$ cat src/sv/fabsf_pkg.sv
// ---------------------------------------------------------------------------
// fabsf_pkg
// Shared types and constants for the flag and address bit stuffing framer.
// ---------------------------------------------------------------------------
package fabsf_pkg;

   localparam logic [7:0] FLAG_PATTERN = 8'h7E;
   localparam int         RUN_WIDTH    = 3;
   localparam logic [RUN_WIDTH-1:0] STUFF_LIMIT = 3'd5;
   localparam int         ADDR_WIDTH   = 3;

   typedef struct packed {
      logic                  data_bit;
      logic [ADDR_WIDTH-1:0] dest_address;
      logic                  last_bit;
   } req_type;

   typedef struct packed {
      logic line_bit;
      logic run_end;
      logic frame_end;
   } rsp_type;

endpackage

$ cat src/sv/fabsf_if.sv
// ---------------------------------------------------------------------------
// fabsf_if
// Valid/ready channels for framer payload bits and serial line bits.
// ---------------------------------------------------------------------------
interface fabsf_req_if;
   logic       valid;
   logic       ready;
   logic       data_bit;
   logic [2:0] dest_address;
   logic       last_bit;

   modport source (output valid, output data_bit, output dest_address, output last_bit,
                   input ready);
   modport sink (input valid, input data_bit, input dest_address, input last_bit,
                 output ready);
endinterface

interface fabsf_rsp_if;
   logic valid;
   logic ready;
   logic line_bit;
   logic run_end;
   logic frame_end;

   modport source (output valid, output line_bit, output run_end, output frame_end,
                   input ready);
   modport sink (input valid, input line_bit, input run_end, input frame_end,
                 output ready);
endinterface

$ cat src/sv/fabsf_seq.sv
// ---------------------------------------------------------------------------
// fabsf_seq
// Holds one payload item and walks it through opening flag, address, data,
// stuffed zero and closing flag, one line bit per transfer.
// ---------------------------------------------------------------------------
module fabsf_seq (
   input  logic               clock,
   input  logic               reset,
   input  logic               in_valid,
   output logic               in_ready,
   input  fabsf_pkg::req_type in_item,
   output logic               out_valid,
   input  logic               out_ready,
   output fabsf_pkg::rsp_type out_item
);
   import fabsf_pkg::*;

   localparam logic [1:0] PH_OPEN  = 2'd0;
   localparam logic [1:0] PH_DATA  = 2'd1;
   localparam logic [1:0] PH_STUFF = 2'd2;
   localparam logic [1:0] PH_CLOSE = 2'd3;

   localparam logic [3:0] FLAG_LAST = 4'd7;
   localparam logic [3:0] ADDR_LAST = 4'd10;

   req_type              item_ff,     item_in;
   logic                 item_vld_ff, item_vld_in;
   logic [1:0]           phase_ff,    phase_in;
   logic [3:0]           cnt_ff,      cnt_in;
   logic                 in_frame_ff, in_frame_in;
   logic [RUN_WIDTH-1:0] ones_ff,     ones_in;

   logic [RUN_WIDTH-1:0] ones_next;
   logic                 stuff_due;
   logic                 final_bit;
   logic                 advance;
   logic                 done;
   logic                 load;
   logic                 frame_open;
   logic [3:0]           addr_pos;
   logic                 line_bit;

   always_comb begin
      ones_next = item_ff.data_bit ? ones_ff + 3'd1 : '0;
      stuff_due = (ones_next >= STUFF_LIMIT);
      addr_pos  = ADDR_LAST - cnt_ff;
      advance   = item_vld_ff && out_ready;
      phase_in  = phase_ff;
      cnt_in    = cnt_ff;
      ones_in   = ones_ff;
      final_bit = 1'b0;
      line_bit  = 1'b0;
      unique case (phase_ff)
         PH_OPEN: begin
            if (cnt_ff <= FLAG_LAST) begin
               line_bit = FLAG_PATTERN[3'd7 - cnt_ff[2:0]];
            end else begin
               line_bit = item_ff.dest_address[addr_pos[1:0]];
            end
            if (advance) begin
               ones_in = '0;
               if (cnt_ff == ADDR_LAST) begin
                  phase_in = PH_DATA;
                  cnt_in   = '0;
               end else begin
                  cnt_in = cnt_ff + 4'd1;
               end
            end
         end
         PH_DATA: begin
            line_bit  = item_ff.data_bit;
            final_bit = !stuff_due && !item_ff.last_bit;
            if (advance) begin
               if (stuff_due) begin
                  ones_in  = '0;
                  phase_in = PH_STUFF;
               end else begin
                  ones_in = ones_next;
                  if (item_ff.last_bit) begin
                     phase_in = PH_CLOSE;
                     cnt_in   = '0;
                  end
               end
            end
         end
         PH_STUFF: begin
            line_bit  = 1'b0;
            final_bit = !item_ff.last_bit;
            if (advance && item_ff.last_bit) begin
               phase_in = PH_CLOSE;
               cnt_in   = '0;
            end
         end
         PH_CLOSE: begin
            line_bit  = FLAG_PATTERN[3'd7 - cnt_ff[2:0]];
            final_bit = (cnt_ff == FLAG_LAST);
            if (advance) begin
               ones_in = '0;
               cnt_in  = cnt_ff + 4'd1;
            end
         end
         default: begin
            line_bit = 1'b0;
         end
      endcase

      done       = advance && final_bit;
      in_ready   = !item_vld_ff || done;
      load       = in_valid && in_ready;
      frame_open = (done && item_ff.last_bit) ? 1'b0 : in_frame_ff;

      item_in     = item_ff;
      item_vld_in = item_vld_ff;
      if (done) begin
         item_vld_in = 1'b0;
      end
      if (load) begin
         item_in     = in_item;
         item_vld_in = 1'b1;
         phase_in    = frame_open ? PH_DATA : PH_OPEN;
         cnt_in      = '0;
      end
      in_frame_in = load || frame_open;

      out_valid          = item_vld_ff;
      out_item.line_bit  = line_bit;
      out_item.run_end   = final_bit;
      out_item.frame_end = (phase_ff == PH_CLOSE) && final_bit;
   end

   always_ff @(posedge clock) begin
      if (reset) begin
         item_vld_ff <= 1'b0;
         phase_ff    <= PH_OPEN;
         cnt_ff      <= '0;
         in_frame_ff <= 1'b0;
         ones_ff     <= '0;
      end else begin
         item_vld_ff <= item_vld_in;
         phase_ff    <= phase_in;
         cnt_ff      <= cnt_in;
         in_frame_ff <= in_frame_in;
         ones_ff     <= ones_in;
      end
   end

   always_ff @(posedge clock) begin
      item_ff <= item_in;
   end

endmodule

$ cat src/sv/fabsf_out.sv
// ---------------------------------------------------------------------------
// fabsf_out
// Output register stage between the sequencer and the line side.
// ---------------------------------------------------------------------------
module fabsf_out (
   input  logic               clock,
   input  logic               reset,
   input  logic               in_valid,
   output logic               in_ready,
   input  fabsf_pkg::rsp_type in_item,
   output logic               out_valid,
   input  logic               out_ready,
   output fabsf_pkg::rsp_type out_item
);
   import fabsf_pkg::*;

   rsp_type data_ff, data_in;
   logic    vld_ff,  vld_in;

   always_comb begin
      in_ready = !vld_ff || out_ready;
      data_in  = data_ff;
      vld_in   = vld_ff && !out_ready;
      if (in_valid && in_ready) begin
         data_in = in_item;
         vld_in  = 1'b1;
      end
      out_valid = vld_ff;
      out_item  = data_ff;
   end

   always_ff @(posedge clock) begin
      if (reset) begin
         vld_ff <= 1'b0;
      end else begin
         vld_ff <= vld_in;
      end
   end

   always_ff @(posedge clock) begin
      data_ff <= data_in;
   end

endmodule

$ cat src/sv/flag_address_bit_stuffing_framer.sv
// ---------------------------------------------------------------------------
// flag_address_bit_stuffing_framer
// Serial frame builder: opening flag, 3-bit address, bit-stuffed payload and
// closing flag, one line bit per output transfer.
// ---------------------------------------------------------------------------
// Each payload bit in, one line bit out per cycle while the line side is ready.
// A payload item inside a frame gives its data bit, plus a stuffed zero
// after five payload ones; the first item of a frame also sends the
// opening flag and address, and the last also sends the closing flag. The
// single-bit serializer output paces the input: req_ready drops while flag,
// address or stuffed bits go out. An accepted item's first line bit passes
// through the item register and then the output register.
module flag_address_bit_stuffing_framer (
   input logic        clock,
   input logic        reset,
   fabsf_req_if.sink  req_ch,
   fabsf_rsp_if.source rsp_ch
);
   import fabsf_pkg::*;

   req_type req_item;
   rsp_type seq_item;
   rsp_type rsp_item;
   logic    seq_valid;
   logic    seq_ready;

   assign req_item.data_bit     = req_ch.data_bit;
   assign req_item.dest_address = req_ch.dest_address;
   assign req_item.last_bit     = req_ch.last_bit;

   fabsf_seq u_seq (
      .clock     (clock),
      .reset     (reset),
      .in_valid  (req_ch.valid),
      .in_ready  (req_ch.ready),
      .in_item   (req_item),
      .out_valid (seq_valid),
      .out_ready (seq_ready),
      .out_item  (seq_item)
   );

   fabsf_out u_out (
      .clock     (clock),
      .reset     (reset),
      .in_valid  (seq_valid),
      .in_ready  (seq_ready),
      .in_item   (seq_item),
      .out_valid (rsp_ch.valid),
      .out_ready (rsp_ch.ready),
      .out_item  (rsp_item)
   );

   assign rsp_ch.line_bit  = rsp_item.line_bit;
   assign rsp_ch.run_end   = rsp_item.run_end;
   assign rsp_ch.frame_end = rsp_item.frame_end;

endmodule

$ cat src/flat_wrapper.sv
// flat-port wrapper written by rule: the top's interface ports become plain ports
module flag_address_bit_stuffing_framer_flat import fabsf_pkg::*;
  (clock, reset, req_ch_valid, req_ch_data_bit, req_ch_dest_address, req_ch_last_bit, req_ch_ready, rsp_ch_valid, rsp_ch_line_bit, rsp_ch_run_end, rsp_ch_frame_end, rsp_ch_ready);
  fabsf_req_if req_ch_i ();
  fabsf_rsp_if rsp_ch_i ();
  input logic clock;
  input logic reset;
  input wire logic [$bits(req_ch_i.valid)-1:0] req_ch_valid;
  input wire logic [$bits(req_ch_i.data_bit)-1:0] req_ch_data_bit;
  input wire logic [$bits(req_ch_i.dest_address)-1:0] req_ch_dest_address;
  input wire logic [$bits(req_ch_i.last_bit)-1:0] req_ch_last_bit;
  output wire logic [$bits(req_ch_i.ready)-1:0] req_ch_ready;
  output wire logic [$bits(rsp_ch_i.valid)-1:0] rsp_ch_valid;
  output wire logic [$bits(rsp_ch_i.line_bit)-1:0] rsp_ch_line_bit;
  output wire logic [$bits(rsp_ch_i.run_end)-1:0] rsp_ch_run_end;
  output wire logic [$bits(rsp_ch_i.frame_end)-1:0] rsp_ch_frame_end;
  input wire logic [$bits(rsp_ch_i.ready)-1:0] rsp_ch_ready;
  assign req_ch_i.valid = req_ch_valid;
  assign req_ch_i.data_bit = req_ch_data_bit;
  assign req_ch_i.dest_address = req_ch_dest_address;
  assign req_ch_i.last_bit = req_ch_last_bit;
  assign req_ch_ready = req_ch_i.ready;
  assign rsp_ch_valid = rsp_ch_i.valid;
  assign rsp_ch_line_bit = rsp_ch_i.line_bit;
  assign rsp_ch_run_end = rsp_ch_i.run_end;
  assign rsp_ch_frame_end = rsp_ch_i.frame_end;
  assign rsp_ch_i.ready = rsp_ch_ready;
  flag_address_bit_stuffing_framer u_core (.clock(clock), .reset(reset), .req_ch(req_ch_i), .rsp_ch(rsp_ch_i));
endmodule
$ cat config.mk
export PLATFORM = sky130hd
export DESIGN_NAME = flag_address_bit_stuffing_framer_flat
export DESIGN_NICKNAME = d
export VERILOG_FILES = /design/src/sv/fabsf_pkg.sv /design/src/sv/fabsf_if.sv /design/src/sv/fabsf_seq.sv /design/src/sv/fabsf_out.sv /design/src/sv/flag_address_bit_stuffing_framer.sv /design/src/flat_wrapper.sv
export SDC_FILE = /design/constraint.sdc
export NUM_CORES = 1
export LEC_CHECK = 0
export ABC_AREA = 1
export BUFFER_PORTS_ARGS = -buffer_cell sky130_fd_sc_hd__buf_4
export CELL_PAD_IN_SITES_DETAIL_PLACEMENT = 1
export CELL_PAD_IN_SITES_GLOBAL_PLACEMENT = 1
export CORE_MARGIN = 3
export CORE_UTILIZATION = 42
export DETAILED_ROUTE_END_ITERATION = 16
export PLACE_DENSITY = 0.77
export SLEW_MARGIN = 20
export SYNTH_ARGS = -nofsm -noshare
export SYNTH_HDL_FRONTEND = slang
export SYNTH_SLANG_ARGS = --single-unit
$ cat constraint.sdc
create_clock -name clock -period 2.5 [get_ports clock]
set_input_delay 0.25 -clock clock [delete_from_list [all_inputs] [get_ports clock]]
set_output_delay 0.25 -clock clock [all_outputs]
set_load 0.05 [all_outputs]
---- Yosys cells after proc, flatten, opt, wreduce, memory -nomap -nowiden ----
Memory sizes are Yosys's and may differ from the RTL's.
Cells that the tools add are included.
cells by class
  multiply operators ...................... 0
  add/subtract/negate cells ............... 4
  equal/unequal tests ..................... 17
  reduce and logical (&&, ||, !) cells .... 25
  muxes and demuxes ....................... 32
  shift operators ......................... 0
  divide/modulo/power cells ............... 0
  bitwise gates (word level) .............. 0
  $lt $le $gt $ge ......................... 4
operator list
  kind                                                                               number
  4-bit 2-to-1 mux                                                                   7
  4-bit one-hot mux with 4 select lines                                              1
  2-bit 2-to-1 mux                                                                   7
  3-bit 2-to-1 mux                                                                   4
  2-bit inequality test (second input constant)                                      6
  3-bit inequality test (second input constant)                                      4
  6-bit AND reduction                                                                2
  1-bit logical AND                                                                  8
  1-bit 2-to-1 mux                                                                   8
  2-bit one-hot mux with 3 select lines                                              1
  3-bit one-hot mux with 2 select lines                                              1
  1-bit logical NOT                                                                  5
  4-bit by 1-bit adder with 4-bit output (second input constant)                     1
  2-bit == test (second input constant)                                              2
  4-bit by 3-bit == test with 1-bit output (second input constant)                   1
  4-bit == test (second input constant)                                              1
  4-bit by 3-bit less-or-equal comparator with 1-bit output (second input constant)  1
  3-bit by 4-bit < comparator with 1-bit output (second input constant)              1
  4-bit inequality test (second input constant)                                      1
  1-bit one-hot mux with 4 select lines                                              1
  2-bit nonzero test                                                                 2
  4-bit nonzero test                                                                 1
  2-bit OR reduction                                                                 2
  3-bit by 1-bit adder with 3-bit output (second input constant)                     1
  other kinds (11)                                                                   13
word-level totals
  memories ................................ 1
  memory bits (writable) .................. 0
  register bits after elaboration ......... 20
  memory bits (read-only) ................. 8
  logic and storage cells ................. 95
  latch bits .............................. 0
memory list
  memory           depth  bits a word  read ports  clocked after memory_dff  write ports  RTL line         text
  (no name shown)  8      1            1           0                         0            fabsf_seq.sv:95  line_bit = FLAG_PATTERN[3'd7 - cnt_ff[2:0]];

---- Longest topological paths before layout ----
  word-level depth ........................ 11
  depth in mapped cells ................... 12
  depth with buffers taken out ............ 12

---- Cells and area by module ----
From an unflattened synthesis, not the netlist that was laid out.
second synthesis, totals
  cell total of the unflattened synthesis .. 143
  area, all modules ....................... 1207.4 um^2
modules (own cells, without submodules)
  module     times used  cells an instance  area each (um^2)
  fabsf_seq  1           134                1069.8
  fabsf_out  1           9                  137.6

---- Least setup slack after synthesis ----
OpenSTA, ideal clock, no wires.
  path kind ............................... register -> register
  from .................................... register u_core.u_seq.ones_ff[0]
  to ...................................... register u_core.u_seq.item_ff[0] (netlist name), enable pin
  arrival ................................. 1.456 ns
  cell stages (with the launch flop) ...... 8
  setup slack ............................. 0.684 ns
  setup time .............................. 0.359 ns
  cell sequence ........................... dfxtp_1 ha_1 or2_4 nand3_4 nand2_4 nand2_4 nand3_4 a21oi_1
on the way
  word-level cells in the longest chain between the ends .. 9
ends and longest elaborated chain
  element                                 RTL line          text
  start, declared                         fabsf_seq.sv:31   logic [RUN_WIDTH-1:0] ones_ff, ones_in;
  start signal, assigned                  fabsf_seq.sv:143  ones_ff <= ones_in;
  3-bit by 1-bit adder with 3-bit output  fabsf_seq.sv:44   ones_next = item_ff.data_bit ? ones_ff + 3'd1 : '0;
  3-bit 2-to-1 mux                        fabsf_seq.sv:44
  3-bit >= comparator                     fabsf_seq.sv:45   stuff_due = (ones_next >= STUFF_LIMIT);
  1-bit logical NOT                       fabsf_seq.sv:72   final_bit = !stuff_due && !item_ff.last_bit;
  1-bit logical AND                       fabsf_seq.sv:72
  1-bit one-hot mux with 3 select lines   fabsf_seq.sv:53   unique case (phase_ff)
  1-bit logical AND                       fabsf_seq.sv:107  done = advance && final_bit;
  1-bit logical OR                        fabsf_seq.sv:108  in_ready = !item_vld_ff || done;
  1-bit logical AND                       fabsf_seq.sv:109  load = in_valid && in_ready;
  end signal, assigned                    fabsf_seq.sv:148  item_ff <= item_in;
  end, declared                           fabsf_seq.sv:26   req_type item_ff, item_in;
Every way passes these cells.
A chain may end at the register's enable or synchronous reset.

---- Final worst setup path ----
  from .................................... register u_core.u_seq.phase_ff[1]
  to ...................................... register u_core.u_seq.item_ff[2] (netlist name), enable pin
on the way
  word-level cells in the longest chain between the ends .. 5
  elaborated cells on any way between the ends .. 7
  those cells by class .................... eq/ne: 3; mux: 1; reduce/logical: 3
ends and longest elaborated chain
  element                                                                    RTL line          text
  start, declared                                                            fabsf_seq.sv:28   logic [1:0] phase_ff, phase_in;
  start signal, assigned                                                     fabsf_seq.sv:140  phase_ff <= phase_in;
  2-bit == test or 2-bit by 1-bit == test with 1-bit output (tied branches)  fabsf_seq.sv:53
  1-bit one-hot mux with 3 select lines *                                    fabsf_seq.sv:53
  1-bit logical AND *                                                        fabsf_seq.sv:107
  1-bit logical OR *                                                         fabsf_seq.sv:108
  1-bit logical AND *                                                        fabsf_seq.sv:109
Mark *: on every way between the ends. The rest lies on a longest branch, timed or not.

==> impl_metrics.ini <==
[status]
status = complete, no violations

[drt]
dr.pass1.iters = 4
drtIter0Drc = 46
routed_wl_mm = 2.91
num_vias = 996
wire_per_inst_um = 15.5
top_layer = met4
met2_wirelength_mm = 1.59
met1Wirelength_mm = 1.16
ant_nets = 0
avgViaCountPerCell = 5.33
dr_wl_met3_um = 114
drc = 0

[finish]
stdcell_area_mm2 = 0.00133
insertedDiodeCount = 0
fillers = 320
area_delta_synth_final_pct = 13.8
post-route-util_pct = 51.8
nNetsFinal = 175
drive_above_1_share_pct = 19.7

[clocking]
cts_hold_buf = 0
cts_tree = built
post_cts_resized = 0
cts_setup_buffers = 0
cts_root_buf = clkbuf_4
cts_buffer_depth = 2
numCtsBuffers = 3
clock_sinks = 20
clk_latency_ns = 0.30
htreeDepth = 1
path_clk_slew_ns = 0.11

[critical_path]
ff2ff_setup_slack_ns = 0.34
cp-start-kind = register
r2r_start = u_core.u_seq.phase_ff[1]
cp_data_required_time_ns = 2.46
reg2reg_depth = 8
worst_r2r_endpoint = u_core.u_seq.item_ff[2]
endpoint = u_core.u_seq.item_ff[2]
startpoint = u_core.u_seq.phase_ff[1]
critPathKind = reg -> reg
end_kind = register
cp_max_fo = 6
crit_arrival_ns = 2.11

[floorplan]
die_h_um = 58.8
io_pins = 14
die-area_mm2 = 0.00345
rows = 18
design.core.area_mm2 = 0.00257
dieWidth_um = 58.8
start_util_pct = 45.5

[timing]
tns_ns = 0
min_period_over_period_pct = 86.2
clock.fmax_mhz = 464
finClkSkew_ns = 0.00162
period_minus_slack_ns = 2.16
finalMaxSlewViolations = 0
grt_setup_unrepaired = no
finalHoldViolations = 0
slew_headroom_pct = 58.3
setup_viol = 0
worst_pin_slew_ns = 0.626

[synthesis]
synth_ff_type = dfxtp_1
synth_compound_area_share_pct = 14.9
syn_area_mm2 = 0.00117
ys_types = 22
ys_seq_elements = 20
synth_warnings = 0
synth_xor_area_share_pct = 0
yosysTopAreaCell = dfxtp_1
ys_top_cells_by_area = dfxtp_1, edfxtp_1, ha_1
syn_nets = 157
avgSynthCellArea_um2 = 8.35
synth_top_family_by_area = simple AND/OR/NAND/NOR gates
syn_inst = 140
async_flop_share_pct = 0
synth_edf_count = 8
synth_fa_ha_area_share_pct = 8.57
yosys.area_share.simple_pct = 28.1
synth_top_area_share_pct = 20.6
synth.area.mux_share_pct = 0
synth_seq_area_share_pct = 41.1
synthTopCellsByCount = inv_1, nand2_1, nor2_1, a21oi_1, dfxtp_1

[placement]
port_buffers = 13
place.gp.congestion = 0.839
dp_hpwl_mm = 2.36
place_area_mm2 = 0.00130

[global_routing]
grt_pass1_wl_mm = 5.02
grt_pass1_vias = 1079
antenna_found_initial = 0
grt_max_degree = 12
grtUsageTotal_pct = 19.5
grt-ovfl-total = 0

[pwr]
p_leak_nw = 0.578
peakVddDrop_uv = 341
power_density_mw_per_mm2 = 530

[hold_path]
hp-class = in -> reg

[flow_run]
max_cap_viol_count = 0
## kinds of logic after synthesis
logic type               Yosys count
AND/OR/NAND/NOR                   59
AO/OA/AOI/OAI                     30
buffers and inverters             23
flip-flops                        20
adder cells (fa/ha/maj)            8
## layout make-up
class,count,area [um2],share of cell area (%)
clock buffer,3,22.5,1.69
multi-input combinational,97,602,45.2
clock inverter,1,3.75,0.282
inverter,23,86.3,6.49
tap,30,37.5,2.82
timing repair buffer,13,97.6,7.34
sequential,20,480,36.1
## layout by cell type, fill, tap and decap left out, types with 2 or more instances in the layout
| cell | instances |
|---|---|
| inv_2 | 2 |
| buf_4 | 13 |
| nand3_4 | 2 |
| nand2_1 | 21 |
| nand4_1 | 5 |
| nand2_4 | 5 |
| nor2_1 | 14 |
| o21ai_0 | 10 |
| ha_1 | 8 |
| inv_1 | 21 |
| edfxtp_1 | 8 |
| o21a_1 | 3 |
| dfxtp_1 | 12 |
| a21oi_1 | 13 |
| clkbuf_4 | 3 |
| nand3_1 | 8 |
## stage by stage
| stage | setup WS, ns | total power, mW | hold WS (ns) | cells |
|---|---|---|---|---|
| after floorplan | 0.684 | 0.499 | 0.319 | 140 |
| after global placement | 0.531 | 0.541 | 0.431 | 183 |
| after detailed placement | 0.390 | 0.554 | 0.429 | 183 |
| after CTS | 0.334 | 0.713 | 0.0999 | 187 |
| after global routing | 0.154 | 0.753 | 0.0906 | 187 |
| final | 0.345 | 0.706 | 0.111 | 187 |
## state kept, by name, summed over array words and instances (netlist names)
name                      cells
u_core.u_seq.cnt_ff           4
u_core.u_seq.out_valid        1
u_core.u_seq.item_ff          5
u_core.u_seq.phase_ff         2
u_core.u_seq.in_frame_ff      1
u_core.u_out.out_item         3
u_core.u_seq.ones_ff          3
u_core.u_out.out_valid        1
## worst max-delay path, stage by stage (launching register included)
cell,delay [ns]
dfxtp_1,0.36
inv_1,0.10
ha_1,0.18
inv_1,0.12
nor2_1,0.28
nand2_4,0.10
nand2_4,0.09
nand3_4,0.07
a21oi_1,0.51
## worst min-delay path by stage
| stage | depth (start not counted) | endpoint | startpoint | slack (ns) |
|---|---|---|---|---|
| final | 1 | u_core.u_seq.item_ff[4] | req_ch_data_bit | 0.11 |
| after global routing | 1 | u_core.u_seq.item_ff[4] | req_ch_data_bit | 0.09 |
| after CTS | 1 | u_core.u_seq.item_ff[4] | req_ch_data_bit | 0.1 |
| after detailed placement | 1 | u_core.u_seq.item_ff[4] | req_ch_data_bit | 0.43 |
| after global placement | 1 | u_core.u_seq.item_ff[3] | req_ch_dest_address[2] | 0.43 |
| after floorplan | 1 | u_core.u_out.out_valid | reset | 0.32 |
## routing by layer
layer | up-vias | track usage [%]
met5 | - | 0
met4 | 0 | 9.06
met1 | 476 | 21.5
met3 | 6 | 2.63
li1 | 500 | -
met2 | 14 | 36.4
## report_power, final
group	leakage (nW)	total, mW	switching, mW	internal [mW]
Clock	0.0154	0.160	0.102	0.0583
Combinational	0.386	0.170	0.112	0.0582
Sequential	0.176	0.376	0.0155	0.360
Total	0.578	0.706	0.229	0.477
No activity file was read; power rests on OpenSTA's default activity.
